==> src/rtl/tcp_socket_table_with_port_alloc_top_defines.svh <==
// Assertion macros shared by the socket table RTL.
// Depends on nothing; the using module must have clk and rst_n in scope.
`ifndef TCP_SOCKET_TABLE_WITH_PORT_ALLOC_TOP_DEFINES_SVH
`define TCP_SOCKET_TABLE_WITH_PORT_ALLOC_TOP_DEFINES_SVH
`ifndef NO_ASSERTIONS
`define TCPST_ASSERT_ALWAYS(label, expr) \
    label: assert property (@(posedge clk) disable iff (!rst_n) (expr)) \
        else $error("socket table check failed");
`define TCPST_ASSERT_NEXT(label, ante, cons) \
    label: assert property (@(posedge clk) disable iff (!rst_n) (ante) |=> (cons)) \
        else $error("socket table sequence check failed");
`else
`define TCPST_ASSERT_ALWAYS(label, expr)
`define TCPST_ASSERT_NEXT(label, ante, cons)
`endif
`endif

==> src/rtl/tcpst_pkg.sv <==
// Shared types, codes and constants of the socket table.
// Used by the controller, the datapath and the top level.
package tcpst_pkg;

    localparam int CONN_SLOTS_DEF = 64;
    localparam int PORT_SLOTS_DEF = 4096;

    localparam logic [15:0] RANGE_START_RST = 16'd1024;
    localparam logic [15:0] RANGE_END_RST   = 16'd5000;
    localparam logic [16:0] ANY_PORT        = 17'h1FFFF;
    localparam logic [6:0]  COUNT_MAX       = 7'd127;

    localparam logic [2:0] REQ_LOOKUP = 3'd0;
    localparam logic [2:0] REQ_INSERT = 3'd1;
    localparam logic [2:0] REQ_REKEY  = 3'd2;
    localparam logic [2:0] REQ_REMOVE = 3'd3;
    localparam logic [2:0] REQ_ALLOC  = 3'd4;

    localparam logic [1:0] ST_OK        = 2'd0;
    localparam logic [1:0] ST_NOT_FOUND = 2'd1;
    localparam logic [1:0] ST_IN_USE    = 2'd2;
    localparam logic [1:0] ST_EXHAUSTED = 2'd3;

    localparam logic [2:0] RES_OK     = 3'd0;
    localparam logic [2:0] RES_NF     = 3'd1;
    localparam logic [2:0] RES_DUP    = 3'd2;
    localparam logic [2:0] RES_EXH    = 3'd3;
    localparam logic [2:0] RES_LOOKUP = 3'd4;
    localparam logic [2:0] RES_GIVEN  = 3'd5;

    localparam logic CFG_RANGE_START = 1'b0;
    localparam logic CFG_RANGE_END   = 1'b1;

    typedef struct packed {
        logic [31:0] la;
        logic [31:0] ra;
        logic [15:0] lp;
        logic [16:0] rp;
    } ent_t;

    typedef struct packed {
        logic       load;
        logic       clr_step;
        logic       scan_start;
        logic       scan_issue;
        logic       slot_rd;
        logic       ent_lat;
        logic       ent_wr;
        logic       valid_set;
        logic       valid_clr;
        logic       cnt_rd;
        logic       cnt_wr;
        logic       alloc_init;
        logic       alloc_adv;
        logic       res_set;
        logic [2:0] res_kind;
    } cmd_t;

    typedef struct packed {
        logic [2:0] req_type;
        logic       slot_ok;
        logic       slot_vld;
        logic       span_zero;
        logic       clr_done;
        logic       scan_last;
        logic       scan_done;
        logic       hit_exact;
        logic       cnt_ok;
        logic       alloc_end;
        logic       cand_direct;
        logic       cnt_zero;
        logic       out_free;
    } sts_t;

endpackage

==> src/rtl/tcpst_ctrl.sv <==
// Sequencing state machine of the socket table.
// Depends on tcpst_pkg and the assertion macro header.
`include "tcp_socket_table_with_port_alloc_top_defines.svh"
module tcpst_ctrl (
    input  logic          clk,
    input  logic          rst_n,
    input  logic          in_valid,
    output logic          in_stall,
    input  tcpst_pkg::sts_t sts,
    output tcpst_pkg::cmd_t cmd
);
    import tcpst_pkg::*;

    localparam logic [3:0] S_CLEAR  = 4'd0;
    localparam logic [3:0] S_IDLE   = 4'd1;
    localparam logic [3:0] S_DISP   = 4'd2;
    localparam logic [3:0] S_SCAN   = 4'd3;
    localparam logic [3:0] S_SLOT   = 4'd4;
    localparam logic [3:0] S_SLOTW  = 4'd5;
    localparam logic [3:0] S_CNTRD  = 4'd6;
    localparam logic [3:0] S_CNTWR  = 4'd7;
    localparam logic [3:0] S_AISSUE = 4'd8;
    localparam logic [3:0] S_ACHECK = 4'd9;
    localparam logic [3:0] S_DONE   = 4'd10;

    logic [3:0] state_reg, state_next;
    logic [2:0] kind_reg, kind_next;
    logic       accept;

    assign in_stall = (state_reg != S_IDLE);
    assign accept   = in_valid && !in_stall;

    always_ff @(posedge clk or negedge rst_n)
    begin
        if (!rst_n)
        begin
            state_reg <= S_CLEAR;
            kind_reg  <= RES_NF;
        end
        else
        begin
            state_reg <= state_next;
            kind_reg  <= kind_next;
        end
    end

    always_comb
    begin
        state_next = state_reg;
        kind_next  = kind_reg;
        cmd        = '0;
        cmd.res_kind = kind_reg;
        unique case (state_reg)
            S_CLEAR:
            begin
                if (sts.clr_done)
                begin
                    state_next = S_IDLE;
                end
                else
                begin
                    cmd.clr_step = 1'b1;
                end
            end
            S_IDLE:
            begin
                if (accept)
                begin
                    cmd.load   = 1'b1;
                    state_next = S_DISP;
                end
            end
            S_DISP:
            begin
                unique case (sts.req_type)
                    REQ_LOOKUP:
                    begin
                        cmd.scan_start = 1'b1;
                        state_next     = S_SCAN;
                    end
                    REQ_INSERT:
                    begin
                        if (!sts.slot_ok)
                        begin
                            kind_next  = RES_NF;
                            state_next = S_DONE;
                        end
                        else if (sts.slot_vld)
                        begin
                            kind_next  = RES_DUP;
                            state_next = S_DONE;
                        end
                        else
                        begin
                            cmd.scan_start = 1'b1;
                            state_next     = S_SCAN;
                        end
                    end
                    REQ_REKEY, REQ_REMOVE:
                    begin
                        if (!sts.slot_vld)
                        begin
                            kind_next  = RES_NF;
                            state_next = S_DONE;
                        end
                        else
                        begin
                            cmd.slot_rd = 1'b1;
                            state_next  = S_SLOTW;
                        end
                    end
                    REQ_ALLOC:
                    begin
                        if (sts.span_zero)
                        begin
                            kind_next  = RES_EXH;
                            state_next = S_DONE;
                        end
                        else
                        begin
                            cmd.alloc_init = 1'b1;
                            state_next     = S_AISSUE;
                        end
                    end
                    default:
                    begin
                        kind_next  = RES_NF;
                        state_next = S_DONE;
                    end
                endcase
            end
            S_SLOTW:
            begin
                cmd.ent_lat = 1'b1;
                if (sts.req_type == REQ_REKEY)
                begin
                    cmd.scan_start = 1'b1;
                    state_next     = S_SCAN;
                end
                else
                begin
                    cmd.valid_clr = 1'b1;
                    state_next    = S_CNTRD;
                end
            end
            S_SCAN:
            begin
                cmd.scan_issue = !sts.scan_last;
                if (sts.scan_done)
                begin
                    if (sts.req_type == REQ_LOOKUP)
                    begin
                        kind_next  = RES_LOOKUP;
                        state_next = S_DONE;
                    end
                    else if (sts.hit_exact)
                    begin
                        kind_next  = RES_DUP;
                        state_next = S_DONE;
                    end
                    else if (sts.req_type == REQ_INSERT)
                    begin
                        cmd.ent_wr    = 1'b1;
                        cmd.valid_set = 1'b1;
                        state_next    = S_CNTRD;
                    end
                    else
                    begin
                        cmd.ent_wr = 1'b1;
                        kind_next  = RES_OK;
                        state_next = S_DONE;
                    end
                end
            end
            S_CNTRD:
            begin
                if (sts.cnt_ok)
                begin
                    cmd.cnt_rd = 1'b1;
                    state_next = S_CNTWR;
                end
                else
                begin
                    kind_next  = RES_OK;
                    state_next = S_DONE;
                end
            end
            S_CNTWR:
            begin
                cmd.cnt_wr = 1'b1;
                kind_next  = RES_OK;
                state_next = S_DONE;
            end
            S_AISSUE:
            begin
                if (sts.alloc_end)
                begin
                    kind_next  = RES_EXH;
                    state_next = S_DONE;
                end
                else if (sts.cand_direct)
                begin
                    kind_next  = RES_GIVEN;
                    state_next = S_DONE;
                end
                else
                begin
                    cmd.cnt_rd = 1'b1;
                    state_next = S_ACHECK;
                end
            end
            S_ACHECK:
            begin
                if (sts.cnt_zero)
                begin
                    kind_next  = RES_GIVEN;
                    state_next = S_DONE;
                end
                else
                begin
                    cmd.alloc_adv = 1'b1;
                    state_next    = S_AISSUE;
                end
            end
            S_DONE:
            begin
                if (sts.out_free)
                begin
                    cmd.res_set = 1'b1;
                    state_next  = S_IDLE;
                end
            end
            default:
            begin
                state_next = S_IDLE;
            end
        endcase
    end

    `TCPST_ASSERT_NEXT(a_accept_dispatch, accept, state_reg == S_DISP)
    `TCPST_ASSERT_ALWAYS(a_result_room, !cmd.res_set || sts.out_free)
    `TCPST_ASSERT_ALWAYS(a_no_scan_overrun, !cmd.scan_issue || !sts.scan_last)
    `TCPST_ASSERT_ALWAYS(a_clear_blocks, state_reg != S_CLEAR || in_stall)

endmodule

==> config.mk <==
export PLATFORM = sky130hd
export DESIGN_NAME = tcpst_ctrl
export DESIGN_NICKNAME = d
export VERILOG_FILES = /design/src/rtl/tcpst_pkg.sv /design/src/rtl/tcpst_ctrl.sv
export VERILOG_INCLUDE_DIRS = /design/src /design/src/rtl
export SDC_FILE = /design/constraint.sdc
export NUM_CORES = 1
export LEC_CHECK = 0
export BUFFER_PORTS_ARGS = -buffer_cell sky130_fd_sc_hd__buf_2
export CORE_MARGIN = 8
export CORE_UTILIZATION = 46
export CTS_CLUSTER_SIZE = 24
export DETAILED_ROUTE_END_ITERATION = 6
export GPL_TIMING_DRIVEN = 0
export PLACE_DENSITY = 0.77
export SYNTH_ARGS = -nofsm -noshare
export SYNTH_HDL_FRONTEND = slang
export SYNTH_SLANG_ARGS = --single-unit
==> constraint.sdc <==
create_clock -name clk -period 2.1 [get_ports clk]
set_clock_uncertainty 0.1 [all_clocks]
set_input_delay 0.105 -clock clk [delete_from_list [all_inputs] [get_ports clk]]
set_output_delay 0.105 -clock clk [all_outputs]
set_load 0.01 [all_outputs]
==> impl_metrics.json <==
{
  "yosysTopAreaCellShare_pct": 19.02,
  "start_kind": "register",
  "synthSimpleGateAreaFrac_pct": 49.29,
  "wl_mm": 2.730,
  "cts-root-buf": "clkbuf_4",
  "chipWidth_um": 57.43,
  "path_class": "register to register",
  "yosysMostFrequentCell": "nor2_1",
  "routedWlPerCell_um": 16.35,
  "syn_inst": 109,
  "p_total_mw": 1.284,
  "post-dp-hpwl_mm": 2.188,
  "p_leak_nw": 0.5158,
  "grt_usage_pct": 16.32,
  "syn_nets": 127,
  "syn_avg_cell_area_um2": 7.243,
  "drc_errors": 0,
  "synthAdderAreaFrac_pct": 0,
  "synth_top_family_by_area": "simple AND/OR/NAND/NOR gates",
  "hold_viol": 0,
  "antenna_left": 0,
  "netlist_top_cells_count": "nor2_1, nand2b_1, nor3_1",
  "grt_max_degree": 11,
  "gp_congestion": 0.9418,
  "ioPinCount": 36,
  "synth_edf_count": 0,
  "placed_cell_area_um2": 985.9,
  "grt_overflow": 0,
  "arrival_ns": 2.07,
  "synth_ff_type": "dfrtp_1",
  "finalCriticalPeriod_ns": 2.031,
  "io_buffers": 35,
  "die_area_mm2": 0.003298,
  "status": "finished clean",
  "fmax_ghz": 0.4925,
  "max_cap_violations": 0,
  "synth_compound_area_share_pct": 19.18,
  "power.density_mw_per_mm2": 1237,
  "hp-class": "input pin to register",
  "num_antenna_cells": 0,
  "tightest_slew_ns": 0.4390,
  "first_pass_iters": 4,
  "rsz0062_at_grt": "no",
  "final_util_pct": 62.17,
  "crit_start": "state_reg[2]",
  "synth-seq-cells": 7,
  "grt_pass1_wl_mm": 4.222,
  "tns_ns": 0,
  "fin_nets": 169,
  "min_from": "sts[0]",
  "row_count": 15,
  "area_delta_synth_final_pct": 31.54,
  "synth_largest_area_cell": "dfrtp_1",
  "worstSkewPairLatency_ns": 0.27,
  "slew_violations": 0,
  "cts_sinks": 7,
  "path_clk_slew_ns": 0.06,
  "synth_cell_types": 35,
  "setup_viol": 0,
  "crit_path_end_kind": "register",
  "drive_gt1_share_pct": 34.67,
  "muxShareOfSynthArea_pct": 5.705,
  "largest_reg_flops": 4,
  "tritoncts": "yes",
  "final.period_utilization_pct": 96.69,
  "fp.dieH_um": 57.43,
  "synth.top_cells.by_area": "dfrtp_1, nor2_1, nand2b_1",
  "first_global_vias": 945,
  "relSlewSlack_pct": 70.46,
  "required_ns": 2.14,
  "drt-vias-per-instance": 5.898,
  "crit_path_max_fanout": 7,
  "vias": 985,
  "ys_warn_count": 0,
  "htree_levels": 1,
  "antenna_found_initial": 0,
  "irDropWorstVdd_uv": 818.2,
  "syn_area_um2": 789.5,
  "yosysSeqAreaShare_pct": 22.35,
  "numCtsBuffers": 3,
  "coreArea_mm2": 0.001670,
  "async_flop_share_pct": 100.0,
  "start_util_pct": 47.27,
  "timing.rr.start": "state_reg[2]",
  "drt_iter0_drc": 49,
  "cts_buffer_depth": 2,
  "design_area_mm2": 0.001039,
  "synthXorXnorAreaFrac_pct": 0
}
## final timing paths
path / slack, ns / cells past startpoint / end
setup / recovery: 0.07 / 4 / kind_reg[1]
hold / removal: 0.1 / 3 / state_reg[3]
setup reg to reg: 0.07 / 4 / kind_reg[1]
hold reg to reg: 0.40 / 1 / kind_reg[1]
max in group asynchronous: 1.55 / 2 / kind_reg[0]
min in group asynchronous: 0.11 / 2 / state_reg[0]
## cells by family (layout without fill, tap and decap cells)
group,after synthesis,after routing
buf+inv,7,48
simple gates,69,69
mux,3,3
flops,7,7
compound gates,23,23
## layout by cell type (no fill, tap or decap), types with 3 or more instances in the layout
| cell type | synthesis | final |
|---|---|---|
| dfrtp_1 | 6 | 5 |
| and3_1 | 3 | 3 |
| buf_2 | 1 | 36 |
| o21ai_0 | 4 | 4 |
| nand3b_1 | 3 | 3 |
| clkbuf_1 | 4 | 3 |
| nor2_1 | 18 | 18 |
| nor2b_1 | 5 | 5 |
| nor3_1 | 10 | 10 |
| mux2_4 | 3 | 3 |
| nand2b_1 | 10 | 9 |
| clkbuf_4 | 0 | 3 |
| a21oi_1 | 5 | 5 |
| nand2_1 | 7 | 6 |
## cell type report
type	count	area, um^2
Fill cell	165	631.9
Buffer	5	22.52
Multi-Input combinational cell	95	590.6
Inverter	2	7.507
Timing Repair Buffer	37	192.7
Clock buffer	4	26.28
Tap cell	17	21.27
Sequential cell	7	177.7
## per-stage QoR
| step | std cells | hold slack [ns] | worst slack [ns] |
|---|---|---|---|
| after detailed placement | 161 | -0.1585 | 0.04561 |
| final | 167 | 0.09960 | 0.06944 |
| after global placement | 161 | -0.1622 | 0.08740 |
| after CTS | 166 | 0.09464 | 0.03498 |
| after floorplan | 109 | -0.2906 | 0.2200 |
| after global routing | 167 | 0.1109 | 0.007970 |
## power by group
group	internal (mW)	switching, mW
clock network	0.0730	0.0571
registers	0.201	0.0454
logic	0.396	0.512
total	0.670	0.614
## critical path: stages, from the launching register on
cell	delay, ns
dfrtp_2	0.44
nand2b_2	0.23
o32a_1	0.37
nor4b_4	0.42
mux2_4	0.33
## routing by layer
layer  wire length (um)  GRT usage [%]  up-vias  share of wire, %
li1                   -              -      481                 -
met1               1120          18.41      435                41
met2               1257          25.08       59                46
met3                261          5.157       10               9.6
met4                 91          12.14        0               3.3
met5                  0              0        -                 0
## what timing repair did
action | 4_1_cts | 5_1_grt
setup endpoints to repair | 0 | 6
hold buffers | 1 | 0
resized for setup | 0 | 7
setup buffers | 0 | 1
endpoints found under the hold margin | 7 | 0
(Power assumes the default switching activity.)
